===== src/rtl/thwb_pkg.sv =====
// Shared types and codes for the two-wire handshaked byte transfer core.
package thwb_pkg;

	// Function codes carried in the input tuser
	localparam logic [1:0] FUNC_TICK  = 2'd0;
	localparam logic [1:0] FUNC_WRITE = 2'd1;
	localparam logic [1:0] FUNC_READ  = 2'd2;

	// Transfer mode codes
	localparam logic [1:0] MODE_IDLE  = 2'd0;
	localparam logic [1:0] MODE_WRITE = 2'd1;
	localparam logic [1:0] MODE_READ  = 2'd2;

	// Handshake phase codes within one bit
	localparam logic [1:0] PH_0 = 2'd0;
	localparam logic [1:0] PH_1 = 2'd1;
	localparam logic [1:0] PH_2 = 2'd2;
	localparam logic [1:0] PH_3 = 2'd3;

	// Bit position of the shift register that leaves or enters first
	localparam int MSB_POS = 7;

	// One input item
	typedef struct packed {
		logic [1:0] func;
		logic [7:0] byte_in;
		logic       clk_line;
		logic       data_line;
	} item_t;

	// One result item
	typedef struct packed {
		logic       clk_assert;
		logic       data_assert;
		logic       busy_res;
		logic       done_res;
		logic [7:0] byte_out;
	} result_t;

endpackage


===== src/rtl/thwb_in_stage.sv =====
// Input register stage of the transfer core: holds one accepted item.
module thwb_in_stage
	import thwb_pkg::*;
(
	input  logic  clk,
	input  logic  arst_n,
	input  logic  in_valid,
	output logic  in_ready,
	input  item_t in_item,
	output logic  valid_s1,
	input  logic  adv,
	output item_t item_s1
);

	logic valid_q;

	assign in_ready = !valid_q || adv;
	assign valid_s1 = valid_q;

	// Track occupancy of the stage
	always_ff @(posedge clk or negedge arst_n) begin
		if (!arst_n) begin
			valid_q <= 1'b0;
		end else if (in_ready) begin
			valid_q <= in_valid;
		end
	end

	// Capture the item on each transfer
	always_ff @(posedge clk) begin
		if (in_valid && in_ready) begin
			item_s1 <= in_item;
		end
	end

endmodule


===== src/rtl/thwb_engine.sv =====
// Bit handshake sequencer: transfer state and its next-state logic.
module thwb_engine
	import thwb_pkg::*;
#(
	parameter int BITS_PER_BYTE = 8
)
(
	input  logic    clk,
	input  logic    arst_n,
	input  logic    adv,
	input  item_t   item,
	output result_t res
);

	localparam int CW = (BITS_PER_BYTE > 1) ? $clog2(BITS_PER_BYTE) : 1;
	localparam logic [CW-1:0] LAST_CNT = CW'(BITS_PER_BYTE - 1);

	logic [1:0]    mode_q, mode_d;
	logic [1:0]    phase_q, phase_d;
	logic [CW-1:0] cnt_q, cnt_d;
	logic [7:0]    shift_q, shift_d;
	logic          sampled_q, sampled_d;
	logic          clk_drv_q, clk_drv_d;
	logic          data_drv_q, data_drv_d;
	logic          done;
	logic [7:0]    rx_byte;
	logic          last_bit;
	logic [7:0]    shl;

	assign last_bit = (cnt_q == LAST_CNT);
	assign shl      = {shift_q[6:0], 1'b0};

	// Advance the handshake for one item
	always_comb begin
		mode_d     = mode_q;
		phase_d    = phase_q;
		cnt_d      = cnt_q;
		shift_d    = shift_q;
		sampled_d  = sampled_q;
		clk_drv_d  = clk_drv_q;
		data_drv_d = data_drv_q;
		done       = 1'b0;
		rx_byte    = 8'd0;
		if (item.func == FUNC_WRITE && mode_q == MODE_IDLE) begin
			mode_d     = MODE_WRITE;
			shift_d    = item.byte_in;
			cnt_d      = '0;
			data_drv_d = item.byte_in[MSB_POS];
			clk_drv_d  = 1'b0;
			phase_d    = PH_1;
		end else if (item.func == FUNC_READ && mode_q == MODE_IDLE) begin
			mode_d  = MODE_READ;
			shift_d = 8'd0;
			cnt_d   = '0;
			phase_d = PH_0;
		end else if (item.func == FUNC_TICK && mode_q == MODE_WRITE) begin
			case (phase_q)
				PH_1: begin
					if (item.clk_line) begin
						data_drv_d = !shift_q[MSB_POS];
						phase_d    = PH_2;
					end
				end
				PH_2: begin
					if (!item.clk_line) begin
						data_drv_d = 1'b0;
						clk_drv_d  = 1'b1;
						phase_d    = PH_3;
					end
				end
				default: begin
					if (item.data_line) begin
						shift_d = shl;
						if (last_bit) begin
							mode_d  = MODE_IDLE;
							phase_d = PH_0;
							cnt_d   = '0;
							done    = 1'b1;
						end else begin
							cnt_d      = cnt_q + 1'b1;
							data_drv_d = shl[MSB_POS];
							clk_drv_d  = 1'b0;
							phase_d    = PH_1;
						end
					end
				end
			endcase
		end else if (item.func == FUNC_TICK && mode_q == MODE_READ) begin
			case (phase_q)
				PH_0: begin
					if (!item.data_line) begin
						clk_drv_d = 1'b0;
						phase_d   = PH_1;
					end
				end
				PH_1: begin
					sampled_d  = item.clk_line;
					shift_d    = {item.clk_line, shift_q[7:1]};
					data_drv_d = 1'b1;
					phase_d    = PH_2;
				end
				PH_2: begin
					if (item.clk_line != sampled_q) begin
						data_drv_d = 1'b0;
						phase_d    = PH_3;
					end
				end
				default: begin
					if (item.data_line) begin
						clk_drv_d = 1'b1;
						if (last_bit) begin
							mode_d  = MODE_IDLE;
							phase_d = PH_0;
							cnt_d   = '0;
							done    = 1'b1;
							rx_byte = shift_q;
						end else begin
							cnt_d   = cnt_q + 1'b1;
							phase_d = PH_0;
						end
					end
				end
			endcase
		end
	end

	// Form the result from the next state
	always_comb begin
		res.clk_assert  = clk_drv_d;
		res.data_assert = data_drv_d;
		res.busy_res    = (mode_d != MODE_IDLE);
		res.done_res    = done;
		res.byte_out    = rx_byte;
	end

	// Hold the transfer state; update only when an item moves on
	always_ff @(posedge clk or negedge arst_n) begin
		if (!arst_n) begin
			mode_q     <= MODE_IDLE;
			phase_q    <= PH_0;
			cnt_q      <= '0;
			shift_q    <= 8'd0;
			sampled_q  <= 1'b0;
			clk_drv_q  <= 1'b1;
			data_drv_q <= 1'b0;
		end else if (adv) begin
			mode_q     <= mode_d;
			phase_q    <= phase_d;
			cnt_q      <= cnt_d;
			shift_q    <= shift_d;
			sampled_q  <= sampled_d;
			clk_drv_q  <= clk_drv_d;
			data_drv_q <= data_drv_d;
		end
	end

endmodule


===== src/rtl/two_wire_handshake_byte_transfer_core.sv =====
// Top level of the two-wire handshaked byte transfer core.
// Each item passes the input register, then the result register, before its result leaves;
// one item per cycle sustained while m_tready does not stall the result register.
// The sequencer state updates in the single logic step between the two registers.
// Reset (arst_n low) empties both registers, returns to idle with clock
// asserted and data released.
module two_wire_handshake_byte_transfer_core
	import thwb_pkg::*;
#(
	parameter int BITS_PER_BYTE = 8
)
(
	input  logic        clk,
	input  logic        arst_n,
	input  logic        s_tvalid,
	output logic        s_tready,
	input  logic [15:0] s_tdata,  // byte_in[7:0], clk_line[8], data_line[9], zero[15:10]
	input  logic [1:0]  s_tuser,  // func[1:0]
	output logic        m_tvalid,
	input  logic        m_tready,
	output logic [15:0] m_tdata   // clk_assert[0], data_assert[1], busy_res[2],
	                              // done_res[3], byte_out[11:4], zero[15:12]
);

	item_t   in_item;
	item_t   item_s1;
	logic    valid_s1;
	logic    adv;
	result_t res;
	result_t res_q;
	logic    out_valid_q;

	// Unpack the incoming transfer
	always_comb begin
		in_item.func      = s_tuser;
		in_item.byte_in   = s_tdata[7:0];
		in_item.clk_line  = s_tdata[8];
		in_item.data_line = s_tdata[9];
	end

	assign adv = valid_s1 && (!out_valid_q || m_tready);

	thwb_in_stage u_in (
		.clk      (clk),
		.arst_n   (arst_n),
		.in_valid (s_tvalid),
		.in_ready (s_tready),
		.in_item  (in_item),
		.valid_s1 (valid_s1),
		.adv      (adv),
		.item_s1  (item_s1)
	);

	thwb_engine #(
		.BITS_PER_BYTE (BITS_PER_BYTE)
	) u_eng (
		.clk    (clk),
		.arst_n (arst_n),
		.adv    (adv),
		.item   (item_s1),
		.res    (res)
	);

	// Result register valid
	always_ff @(posedge clk or negedge arst_n) begin
		if (!arst_n) begin
			out_valid_q <= 1'b0;
		end else if (!out_valid_q || m_tready) begin
			out_valid_q <= valid_s1;
		end
	end

	// Result register payload
	always_ff @(posedge clk) begin
		if (adv) begin
			res_q <= res;
		end
	end

	assign m_tvalid = out_valid_q;
	assign m_tdata  = {4'd0, res_q.byte_out, res_q.done_res, res_q.busy_res,
		res_q.data_assert, res_q.clk_assert};

endmodule

===== config.mk =====
export PLATFORM = sky130hd
export DESIGN_NAME = two_wire_handshake_byte_transfer_core
export DESIGN_NICKNAME = d
export VERILOG_FILES = /design/src/rtl/thwb_pkg.sv /design/src/rtl/thwb_in_stage.sv /design/src/rtl/thwb_engine.sv /design/src/rtl/two_wire_handshake_byte_transfer_core.sv
export SDC_FILE = /design/constraint.sdc
export NUM_CORES = 1
export LEC_CHECK = 0
export CAP_MARGIN = 20
export CORE_MARGIN = 2
export CORE_UTILIZATION = 50
export DETAILED_ROUTE_END_ITERATION = 8
export DONT_BUFFER_PORTS = 1
export SETUP_SLACK_MARGIN = 0.02
export SLEW_MARGIN = 25
export SYNTH_ARGS = -nofsm -noshare
export SYNTH_HDL_FRONTEND = slang
export SYNTH_SLANG_ARGS = --single-unit

===== constraint.sdc =====
create_clock -name clk -period 3.2 [get_ports clk]
set_clock_uncertainty 0.2 [all_clocks]
set_input_delay 0.8 -clock clk [delete_from_list [all_inputs] [get_ports clk]]
set_output_delay 0.8 -clock clk [all_outputs]
set_load 0.01 [all_outputs]

Yosys cells after proc, flatten, opt, wreduce, memory -nomap -nowiden
Cells that the tools add are included.
{"block": "totals", "regBits": 44, "in_bits": 22, "out_inout_bits": 18, "word_cells": 131}
{"block": "op_classes", "add_sub_neg": 1, "n_eq_ne": 17, "muxes": 64, "bitwise_logic": 6, "reduce_logical": 25}
{"cell": "$mux W8", "n": 7}
{"cell": "$mux W2", "n": 18}
{"cell": "$mux W1", "n": 25}
{"cell": "$mux W3", "n": 8}
{"cell": "$ne A5 B3 Y1 const B", "n": 2}
{"cell": "$reduce_or A9 Y1", "n": 1}
{"cell": "$ne A4 B2 Y1 const B", "n": 2}
{"cell": "$pmux W1 S2", "n": 4}
{"cell": "$reduce_and A8 Y1", "n": 1}
{"cell": "$reduce_bool A4 Y1", "n": 2}
{"cell": "$ne A7 B5 Y1 const B", "n": 1}
{"cell": "$eq A2 B1 Y1 const B", "n": 3}
{"cell": "$eq A2 B2 Y1 const B", "n": 3}
{"cell": "$logic_and A1 B1 Y1", "n": 6}
{"cell": "$logic_not A2 Y1", "n": 3}
{"cell": "$ne A6 B4 Y1 const B", "n": 1}
{"cell": "$not A1 Y1", "n": 6}
{"cell": "$pmux W2 S3", "n": 1}
{"cell": "$reduce_and A6 Y1", "n": 1}
{"cell": "$ne A5 B1 Y1 const B", "n": 1}
{"cell": "$ne A5 B2 Y1 const B", "n": 1}
{"cell": "$reduce_and A5 Y1", "n": 1}
{"cell": "$ne A4 B1 Y1 const B", "n": 1}
{"cell": "$pmux W2 S2", "n": 1}
{"cell": "other kinds (9)", "n": 13}

Longest topological paths before layout
Gate-level depths: netlist of the first run.
{"block": "logic_depth", "ltp_word": 9, "depth_mapped": 8, "mapped_depth_nobuf": 7}

Modules after synthesis
From an unflattened synthesis of the first run, not the netlist that was laid out.
{"block": "hier_totals", "cells_unflattened": 204, "area_unflattened_um2": 2378.5}
{"module": "thwb_engine", "n_inst": 1, "cells_each": 167, "area_per_inst_um2": 1526.5, "seq_area_each_um2": 451.7}
{"module": "two_wire_handshake_byte_transfer_core", "n_inst": 1, "cells_each": 21, "area_per_inst_um2": 437.9, "seq_area_each_um2": 385.4}
{"module": "thwb_in_stage", "n_inst": 1, "cells_each": 16, "area_per_inst_um2": 414.1, "seq_area_each_um2": 385.4}

Worst setup path after synthesis of the first run
Ideal clock, no wire load.
{"block": "synth_path", "path_type": "register to register", "start": "register u_eng.phase_q[0]", "end": "register u_eng.shift_q[0]", "setup_time_ns": 0.125, "arrival_time_ns": 2.186, "required_ns": 2.875, "slack_ns": 0.689, "stages_incl_launch_ff": 8, "path_buffers": 0, "period_less_slack_ns": 2.511, "cell_sequence": "dfrtp_1 inv_1 ha_1 nor3b_1 a21oi_1 o32a_1 a2111oi_4 mux2_2"}
{"block": "synth_via", "elab_chain_cells": 4, "elab_cells_between_ends": 6, "cone_classes": "eq/ne (3); reduce/logical (3)"}
{"element": "from (decl)", "line": "thwb_engine.sv:19", "rtl": "logic [1:0] phase_q, phase_d;"}
{"element": "from (signal assigned)", "line": "thwb_engine.sv:148", "rtl": "phase_q <= phase_d;"}
{"element": "$eq A2 B1 Y1 or $eq A2 B2 Y1 (tied branches)", "line": "thwb_engine.sv:57, thwb_engine.sv:89"}
{"element": "$reduce_or A2 Y1 (no source line)"}
{"element": "$ne A4 B2 Y1 (no source line)"}
{"element": "$reduce_and A5 Y1 (no source line) *"}
{"element": "to (signal assigned)", "line": "thwb_engine.sv:150", "rtl": "shift_q <= shift_d;"}
{"element": "to (decl)", "line": "thwb_engine.sv:21", "rtl": "logic [7:0] shift_q, shift_d;"}
Mark *: on every way between the ends. The rest lies on a longest branch, timed or not.
A chain may end at the register's enable or synchronous reset.

Final worst setup path of the first run
{"block": "layout_path", "start": "register u_eng.phase_q[0]", "end": "register u_eng.shift_q[2]"}
Same word-level chain as after synthesis.

==> results of run 1 <==
==> cell families after synthesis <==
logic type	after synthesis
buffers and inverters	20
other	1
DFF	44
adders and majority gates	7
muxes	21
AOI/OAI and AO/OA	45
and+or+nand+nor	71
xor gates and xnor gates	3
==> critical path, delay by kind of cell, from the launching register on <==
kind | cells | cell delay (ps)
DFF | 1 | 420
AOI/OAI and AO/OA | 3 | 620
and+or+nand+nor | 1 | 270
muxes | 1 | 340
adders and majority gates | 1 | 320
buffers and inverters | 2 | 300
==> state kept, by name, summed over array words and instances (netlist names) <==
register and cells:
m_tdata 12, u_in.item_s1 12, u_eng.shift_q 8, u_eng.cnt_q 3, u_eng.mode_q 2, u_eng.phase_q 2, m_tvalid 1, u_eng.clk_drv_q 1
u_eng.data_drv_q 1, u_eng.sampled_q 1, u_in.valid_s1 1
==> layer usage <==
metal	part of all wire [%]	GRT usage, %	vias up
met4	1.8	7.819	0
met3	6.6	5.387	9
met1	46	24.93	735
met5	0	0	-
li1	-	-	772
met2	46	25.96	77
==> cell usage in the layout (no fill, tap or decap), drive strengths merged, types with 2 or more instances in the layout <==
cell     n
mux2i    9
a211o    3
dfrtp   19
nor3b    2
edfxtp  24
nor2b    3
a21oi    8
xnor2    2
nand2   23
inv      7
ha       7
clkbuf   6
and2    10
conb     4
nand3    6
nand2b   5
o21ai   13
nor3     4
a21boi   2
a31oi    2
a211oi   2
a21o     2
nor2    10
mux2    12
nand3b   3
nor4b    3
buf      8
==> area by class of cell <==
cell class              count  area (µm²)
clock buffers               6       82.58
clock inverters             2       38.79
fillers                   417        2069
inverters                   7       26.28
multi-input cells         151        1065
flip-flops and latches     44        1222
well taps                  54       67.56
repair buffers              8       57.56
==> stage by stage <==
stage | util [%] | total power, mW | instances | cell area, µm²
global placement | 52.57 | 1.525 | 263 | 2434
CTS | 55.41 | 1.998 | 272 | 2565
floorplan | - | 1.391 | 215 | 2376
finish | 55.30 | 1.988 | 272 | 2560
detailed placement | 52.57 | 1.549 | 263 | 2434
global route | 55.30 | 2.119 | 272 | 2560
==> final timing paths <==
| kind | startpoint | endpoint | slack, ps | cells after the start |
|---|---|---|---|---|
| worst max-delay path | u_eng.phase_q[0] | u_eng.shift_q[2] | 600 | 8 |
| worst min-delay path | arst_n | u_eng.clk_drv_q | 140 | 0 |
| worst max register to register | u_eng.phase_q[0] | u_eng.shift_q[2] | 600 | 8 |
| worst min register to register | u_in.valid_s1 | m_tvalid | 310 | 1 |
| max in group asynchronous | arst_n | u_eng.shift_q[2] | 2220 | 1 |
| min in group clk | u_in.valid_s1 | m_tvalid | 310 | 1 |
==> what timing repair did <==
item,CTS,global route
endpoints found under the setup margin,0,0
hold endpoints to repair,19,0
hold buffers,1,0
==> power by group <==
| group | switching [mW] | leakage [nW] | internal (mW) |
|---|---|---|---|
| registers | 0.161 | 0.467 | 0.733 |
| clock network | 0.183 | 0.0614 | 0.255 |
| logic | 0.342 | 0.463 | 0.314 |
| total | 0.686 | 0.992 | 1.30 |
==> flow_metrics.py, run 1 <==
metrics = {
    "floorplanning": {
        "fp.dieW_um": 72.77,
        "die_h_um": 72.77,
        "dieArea_um2": 5295,
        "ios": 40,
        "rows": 25,
        "start_util_pct": 51.08,
        "core_area_um2": 4629,
    },
    "synthesis": {
        "synth_edf_count": 24,
        "yosys_warnings": 0,
        "synthAdderAreaFrac_pct": 3.704,
        "synth_xor_area_share_pct": 1.111,
        "synthesis.area_um2": 2365,
        "postSynthCellCount": 212,
        "syn_area_per_cell_um2": 11.15,
        "muxShareOfSynthArea_pct": 9.524,
        "synth_largest_area_cell": "edfxtp_1",
        "synth_area_leaders": "edfxtp_1 30%, dfrtp_1 20%, mux2_2 5.7%, mux2i_1 3.8%, ha_1 3.7%",
        "synthDistinctLibCells": 48,
        "synthFlopType": "edfxtp_1",
        "synth-simple-area-share_pct": 16.35,
        "post_synth_most_frequent_cells": "24 x edfxtp_1, 23 x nand2_1, 19 x dfrtp_1, 13 x o21ai_0, 12 x mux2_2",
        "synth.most_common_cell": "edfxtp_1",
        "ys_async_sr_fraction_pct": 45.45,
        "synth_top_family_by_area": "simple AND/OR/NAND/NOR gates",
        "ys_seq_area_share_pct": 51.69,
        "ys_seq_elements": 44,
        "synth_top_cell_area_share_pct": 30.48,
        "synth_compound_area_share_pct": 13.44,
    },
    "final_layout": {
        "nets": 246,
        "drive_gt1_share_pct": 16.51,
        "areaGrowthSynthToFinish_pct": 8.254,
        "num_antenna_cells": 0,
    },
    "clock_tree": {
        "cts-buffers-inserted": 5,
        "path_clk_slew_ps": 80,
        "cts_post_setup_buffers_inserted": 0,
        "cts_sinks": 44,
        "htreeDepth": 2,
        "ctsLongestPathBuffers": 2,
        "ctsResizeCount": 0,
        "root_buffer": "clkbuf_8",
        "cts_tree": "built",
        "clk_latency_ps": 290,
    },
    "placement": {
        "gp_congestion": 0.9023,
        "placement.io_buffers": 0,
        "dp_hpwl_mm": 3.194,
        "place_ws_ps": 629.4,
    },
    "sta": {
        "setup_slack_ps": 601.1,
        "min_period_over_period_pct": 81.21,
        "holdWs_ps": 141.0,
        "tightest_slew_ps": 657.2,
        "maxSlewViolCount": 0,
        "finalSetupTns_ps": 0,
        "hold_viol": 0,
        "slew_headroom_pct": 56.09,
        "fmax_mhz": 384.8,
        "rsz0062_at_grt": "false",
        "period_needed_ps": 2599,
        "setup_viol": 0,
    },
    "global_route": {
        "grt_max_degree": 20,
        "grt_usage_pct": 17.93,
        "grt_pass1_wl_mm": 7.141,
        "antenna_found_initial": 0,
        "grt_remaining_overflow": 0,
        "grt_pass1_vias": 1444,
    },
    "pwr": {
        "p_per_area_nw_per_um2": 776.6,
        "p_leak_nw": 0.9916,
        "ir_drop_mv": 0.4952,
    },
    "route": {
        "vias": 1593,
        "ant_nets": 0,
        "wl_per_cell_um": 16.35,
        "viasPerCell": 5.857,
        "drc_errors": 0,
        "first_pass_iters": 4,
        "routed_wirelength_mm": 4.448,
        "drt_iter0_drc": 87,
    },
    "job": {
        "max_cap_viol_count": 0,
    },
    "setup_path": {
        "cp-start-kind": "register",
        "worst-setup-path-type": "reg -> reg",
        "cp_max_fo": 8,
        "crit_chain": "inv_1 -> ha_1 -> nor3b_1 -> a21oi_1 -> o32a_1 -> a2111oi_4 -> buf_4 -> mux2_2",
        "required_ps": 3180,
        "slowest_delay_ps": 420,
        "slowest_stage": "dfrtp_1",
        "cp_data_arrival_time_ps": 2580,
        "cp-end-kind": "register",
    },
    "status": {
        "status": "finished, final reports clean",
    },
    "worst_hold_path": {
        "hp-class": "in -> async",
    },
}
Power figures use the tool's default switching activity.
==> inputs of run 2 (changes only) <==
--- a/config.mk
+++ b/config.mk
@@ -10,6 +10,7 @@
 export CORE_UTILIZATION = 50
 export DETAILED_ROUTE_END_ITERATION = 8
 export DONT_BUFFER_PORTS = 1
+export PLACE_DENSITY = 0.68
 export SETUP_SLACK_MARGIN = 0.02
 export SLEW_MARGIN = 25
 export SYNTH_ARGS = -nofsm -noshare
==> constraint.sdc (replaced) <==
create_clock -name clk -period 2.25 [get_ports clk]
set_clock_uncertainty 0.2 [all_clocks]
set_input_delay 0.5625 -clock clk [delete_from_list [all_inputs] [get_ports clk]]
set_output_delay 0.5625 -clock clk [all_outputs]
set_load 0.01 [all_outputs]
==> flow_metrics.py, run 2 (synthesis gave the netlist of run 1 again) <==
metrics = {
    "pwr": {
        "ir_drop_mv": 0.4949,
        "p_leak_nw": 1.068,
        "p_per_area_nw_per_um2": 1081,
    },
    "setup_path": {
        "reg2reg_depth": 8,
        "cp-start-kind": "register",
        "crit_chain": "inv_2 -> ha_4 -> nor3b_4 -> a21oi_2 -> o32a_1 -> a2111oi_4 -> buf_12 -> mux2_4",
        "slowest_delay_ps": 410,
        "cp_data_arrival_time_ps": 2170,
        "cp_max_fo": 8,
        "slowest_stage": "dfrtp_1",
        "required_ps": 2230,
        "r2r_end": "u_eng.shift_q[2]",
        "r2r_start": "u_eng.phase_q[0]",
        "rrSetupSlack_ps": 50,
        "worst-setup-path-type": "reg -> reg",
        "cp-end-kind": "register",
    },
    "global_route": {
        "antenna_found_initial": 0,
        "grt_pass1_wl_mm": 7.776,
        "grt_usage_pct": 19.54,
        "grt_remaining_overflow": 0,
        "grt_pass1_vias": 1643,
        "grt_max_degree": 21,
    },
    "sta": {
        "hold_viol": 0,
        "min_period_over_period_pct": 97.62,
        "period_needed_ps": 2197,
        "maxSlewViolCount": 0,
        "fmax_mhz": 455.3,
        "setup_viol": 0,
        "rsz0062_at_grt": "true",
    },
    "clock_tree": {
        "clk_latency_ps": 300,
        "root_buffer": "clkbuf_8",
        "cts_tree": "built",
        "ctsLongestPathBuffers": 2,
        "htreeDepth": 2,
        "path_clk_slew_ps": 90,
        "cts-buffers-inserted": 5,
        "cts_sinks": 44,
    },
    "floorplanning": {
        "start_util_pct": 51.08,
        "ios": 40,
        "die_h_um": 72.77,
        "core_area_um2": 4629,
        "rows": 25,
        "fp.dieW_um": 72.77,
        "dieArea_um2": 5295,
    },
    "route": {
        "first_pass_iters": 4,
        "wl_per_cell_um": 16.40,
        "vias": 1701,
        "ant_nets": 0,
        "viasPerCell": 5.886,
        "routed_wirelength_mm": 4.739,
        "drt_iter0_drc": 244,
        "drc_errors": 0,
    },
    "final_layout": {
        "areaGrowthSynthToFinish_pct": 15.61,
        "num_antenna_cells": 0,
        "fillers": 401,
        "nets": 263,
        "final_cell_mix": "24 x edfxtp_1, 23 x nand2_1, 23 x buf_4, 17 x dfrtp_1, 13 x o21ai_0",
        "final_common_cell": "edfxtp_1",
        "fin_area_um2": 2734,
        "utilization_pct": 59.05,
        "drive_gt1_share_pct": 26.38,
    },
    "worst_hold_path": {
        "hp-class": "in -> async",
    },
    "placement": {
        "gp_congestion": 0.9120,
        "dp_hpwl_mm": 3.531,
        "placement.io_buffers": 0,
        "place_area_um2": 2618,
    },
    "status": {
        "status": "finished, final reports clean",
    },
    "job": {
        "max_cap_viol_count": 0,
    },
}
run 2: cell types whose count changed in the layout (fill, tap and decap cells not counted), moves of 2 or more:
cell,previous run,this run
buf_4,7,23
clkinvlp_4,0,2
dfrtp_1,19,17
dfrtp_2,0,2
inv_1,7,4
inv_2,0,2
mux2_2,12,4
mux2_4,0,8
run 2: worst max-delay path by stage:
stage,end,cells after the start,startpoint
floorplan,u_eng.shift_q[0],7,u_eng.phase_q[1]
global placement,u_eng.shift_q[0],8,u_eng.phase_q[1]
detailed placement,u_eng.shift_q[2],8,u_eng.phase_q[0]
CTS,u_eng.shift_q[2],8,u_eng.phase_q[0]
global route,u_eng.shift_q[2],8,u_eng.phase_q[1]
finish,u_eng.shift_q[2],8,u_eng.phase_q[0]
run 2: cell type report:
cell class                      instances  area [µm²]  share of cell area, %
Sequential cell                        44        1225                  44.81
Inverter                                7       30.03                  1.098
Timing Repair Buffer                   25       197.7                  7.231
Multi-Input combinational cell        151        1129                  41.28
Clock buffer                            6       72.57                  2.654
Clock inverter                          2       12.51                 0.4577
Tap cell                               54       67.56                  2.471
run 2: where the power goes:
| part | internal (mW) | switching (mW) |
|---|---|---|
| sequential | 1.05 | 0.200 |
| combinational | 0.623 | 0.604 |
| clock | 0.217 | 0.265 |
| total | 1.89 | 1.07 |
run 2: repair_timing:
item | CTS | global route
setup endpoints to repair | 9 | 10
hold buffers | 1 | 0
gates resized for setup | 1 | 5
hold endpoints to repair | 20 | 0
buffers inserted | 0 | 1
pin swaps | 2 | 0
run 2: stage by stage:
step | hold slack [ps] | cells | setup slack [ps] | power [mW] | setup TNS (ps)
2_1_floorplan | 66.91 | 215 | -171.0 | 2.062 | -1368
4_1_cts | 146.3 | 288 | 33.07 | 2.924 | 0
3_3_place_gp | 67.54 | 279 | -1.073 | 2.349 | -2.145
6_report | 6.032 | 289 | 53.45 | 2.956 | 0
5_1_grt | 40.79 | 289 | -33.53 | 3.153 | -185.0
3_5_place_dp | 67.38 | 279 | -48.50 | 2.429 | -322.2
run 2: critical path, delay by kind of cell, from the launching register on:
| family | cells | cell delay (ps) |
|---|---|---|
| AOI/OAI and AO/OA | 3 | 510 |
| DFF | 1 | 410 |
| muxes | 1 | 300 |
| buffers and inverters | 2 | 260 |
| adders and majority gates | 1 | 200 |
| and+or+nand+nor | 1 | 190 |
run 2: metal layers:
layer  vias up  part of all wire, %  GRT usage (%)
li1        805                    -              -
met1       811                   43          25.72
met2        74                   47          30.10
met3        11                  7.7          5.110
met4         0                  2.1          9.465
met5         -                    0              0
==> inputs of run 3 (changes only) <==
--- a/config.mk
+++ b/config.mk
@@ -5,6 +5,7 @@
 export SDC_FILE = /design/constraint.sdc
 export NUM_CORES = 1
 export LEC_CHECK = 0
+export ABC_AREA = 1
 export CAP_MARGIN = 20
 export CORE_MARGIN = 2
 export CORE_UTILIZATION = 50
==> flow_metrics.py, run 3 <==
metrics = {
    "pwr": {
        "p_leak_nw": 1.134,
        "ir_drop_mv": 0.6051,
        "p_per_area_nw_per_um2": 1173,
        "combPwrFrac_pct": 37.5,
        "seqPwrFrac_pct": 42.4,
        "pwr-share-clk_pct": 20.1,
        "netSwitchingFraction_pct": 39.18,
        "p_int_mw": 1.792,
        "power.switching_mw": 1.155,
    },
    "global_route": {
        "grt_pass1_wl_mm": 7.389,
        "grt_usage_pct": 18.62,
        "antenna_found_initial": 0,
        "grt_remaining_overflow": 0,
        "grt_max_degree": 21,
        "grt_pass1_vias": 1553,
    },
    "final_layout": {
        "final_common_cell": "nand2_1",
        "ff_latch_area_um2": 1222,
        "drive_gt1_share_pct": 15.36,
        "num_antenna_cells": 0,
        "multi_input_area_um2": 954.7,
        "nets": 295,
        "areaGrowthSynthToFinish_pct": 6.809,
        "fillers": 391,
        "final_cell_mix": "69 x nand2_1, 31 x inv_1, 24 x edfxtp_1, 19 x dfrtp_1, 16 x nor2_1",
    },
    "route": {
        "drc_errors": 0,
        "viasPerCell": 5.279,
        "routed_wirelength_mm": 4.372,
        "first_pass_iters": 4,
        "ant_nets": 0,
        "vias": 1684,
        "drt_iter0_drc": 110,
        "wl_per_cell_um": 13.71,
    },
    "clock_tree": {
        "cts_sinks": 44,
        "path_clk_slew_ps": 80,
        "cts_post_setup_buffers_inserted": 0,
        "cts-buffers-inserted": 5,
        "clk_latency_ps": 300,
        "cts_tree": "built",
        "ctsLongestPathBuffers": 2,
        "htreeDepth": 2,
        "root_buffer": "clkbuf_8",
    },
    "synthesis": {
        "postSynthCellCount": 259,
        "synthesis.area_um2": 2352,
        "synth_compound_area_share_pct": 14.41,
        "synthAdderAreaFrac_pct": 3.723,
        "muxShareOfSynthArea_pct": 0,
        "synth_xor_area_share_pct": 0,
        "yosys_warnings": 0,
        "synth_edf_count": 24,
        "synth_top_cell_area_share_pct": 30.64,
        "synth_area_leaders": "edfxtp_1 31%, dfrtp_1 20%, nand2_1 11%, inv_1 4.9%, ha_1 3.7%",
        "synth_top_family_by_area": "simple AND/OR/NAND/NOR gates",
        "ys_seq_area_share_pct": 51.97,
        "syn_area_per_cell_um2": 9.082,
        "ys_seq_elements": 44,
        "synthFlopType": "edfxtp_1",
        "synth-simple-area-share_pct": 21.81,
        "synth_largest_area_cell": "edfxtp_1",
        "synthDistinctLibCells": 30,
        "synth.most_common_cell": "nand2_1",
        "post_synth_most_frequent_cells": "69 x nand2_1, 31 x inv_1, 24 x edfxtp_1, 19 x dfrtp_1, 16 x nor2_1",
        "ys_async_sr_fraction_pct": 45.45,
    },
    "sta": {
        "period_needed_ps": 1994,
        "rsz0062_at_grt": "false",
        "fmax_mhz": 501.5,
        "maxSlewViolCount": 0,
        "min_period_over_period_pct": 88.62,
        "finalSetupTns_ps": 0,
        "setup_viol": 0,
        "holdWs_ps": 6.977,
        "hold_viol": 0,
    },
    "placement": {
        "dp_hpwl_mm": 3.242,
        "gp_congestion": 0.9216,
        "placement.io_buffers": 0,
    },
    "floorplanning": {
        "rows": 24,
        "start_util_pct": 52.93,
        "ios": 40,
        "fp.dieW_um": 72.59,
        "core_area_um2": 4444,
        "die_h_um": 72.59,
        "dieArea_um2": 5269,
    },
    "setup_path": {
        "cp-end-kind": "register",
        "critPathBufInv": 0,
        "crit_chain": "nor2_2 -> nand3_1 -> nand2_2 -> nor2_4 -> a22oi_4 -> nand2_4 -> nand2_1 -> o21ai_2",
        "worst-setup-path-type": "reg -> reg",
        "cp_max_fo": 16,
        "slowest_stage": "edfxtp_1",
        "crit_family": "simple AND/OR/NAND/NOR gates",
        "cp_data_arrival_time_ps": 1980,
        "cp-start-kind": "register",
        "slowest_delay_ps": 440,
        "required_ps": 2240,
    },
    "worst_hold_path": {
        "hp-class": "in -> async",
    },
    "job": {
        "max_cap_viol_count": 0,
    },
    "status": {
        "status": "finished, final reports clean",
    },
}
-- run 3: cell count changes after synthesis, moves of 9 or more --
cell / before / now
o21ai_2: 0 / 10
and2_1: 9 / 0
inv_1: 7 / 31
mux2_2: 12 / 0
mux2i_1: 9 / 0
nand2_1: 23 / 69
-- run 3: power by group through the flow --
stage          sequential (mW)  clock, mW  combinational [mW]
2_1_floorplan             1.23          0               0.916
3_3_place_gp              1.26          0                1.07
3_5_place_dp              1.27          0                1.09
4_1_cts                   1.25      0.608                1.10
5_1_grt                   1.28      0.642                1.27
6_report                  1.25      0.592                1.10
-- run 3: worst reg2reg max path: stages, from the launching register on --
cell	delay, ps
edfxtp_1	440
nor2_2	220
nand3_1	270
nand2_2	190
nor2_4	70
a22oi_4	150
nand2_4	170
nand2_1	130
o21ai_2	50
-- run 3: layout make-up --
type | count | share of cell area, %
clock inverters | 3 | 1.693
clock buffers | 5 | 2.739
repair buffers | 5 | 1.394
inverters | 33 | 4.930
well taps | 52 | 2.590
flip-flops and latches | 44 | 48.66
multi-input cells | 177 | 38.00
-- run 3: what timing repair did --
item | 4_1_cts | 5_1_grt
hold endpoints to repair | 20 | 0
hold buffers | 1 | 0
resized for setup | 0 | 0
-- run 3: path summary, 6_finish.rpt --
| check | from | endpoint | slack [ps] | depth (start not counted) |
|---|---|---|---|---|
| min in group clk | s_tuser[1] | u_in.item_s1[11] | 150 | 0 |
| setup / recovery | u_in.item_s1[11] | u_eng.shift_q[2] | 260 | 8 |
| setup reg to reg | u_in.item_s1[11] | u_eng.shift_q[2] | 260 | 8 |
| max in group asynchronous | arst_n | u_eng.clk_drv_q | 1490 | 1 |
| hold reg to reg | u_eng.shift_q[0] | u_eng.shift_q[0] | 290 | 2 |
| hold / removal | arst_n | u_eng.mode_q[1] | 7 | 1 |
-- run 3: cell families after synthesis --
family | Yosys count
AOI/OAI and AO/OA | 51
adders and majority gates | 7
buffers and inverters | 41
DFF | 44
other | 1
and+or+nand+nor | 115
-- run 3: per-layer routing --
layer | track usage [%] | share of wire [%] | wire, µm | up-vias
met2 | 26.16 | 42 | 1828 | 58
met3 | 5.525 | 6.0 | 261 | 7
met5 | 0 | 0 | 0 | -
li1 | - | - | - | 856
met4 | 8.436 | 1.8 | 78 | 0
met1 | 26.64 | 50 | 2203 | 763
-- run 3: through the flow --
step / std cells / worst slack (ps) / instance area [µm²] / utilization, % / total power [mW]
floorplan: 262 / 252.0 / 2364 / - / 2.143
global placement: 310 / 315.6 / 2396 / 53.91 / 2.339
detailed placement: 310 / 306.4 / 2396 / 53.91 / 2.356
CTS: 319 / 289.2 / 2517 / 56.64 / 2.961
global route: 319 / 125.3 / 2512 / 56.53 / 3.193
finish: 319 / 255.9 / 2512 / 56.53 / 2.947
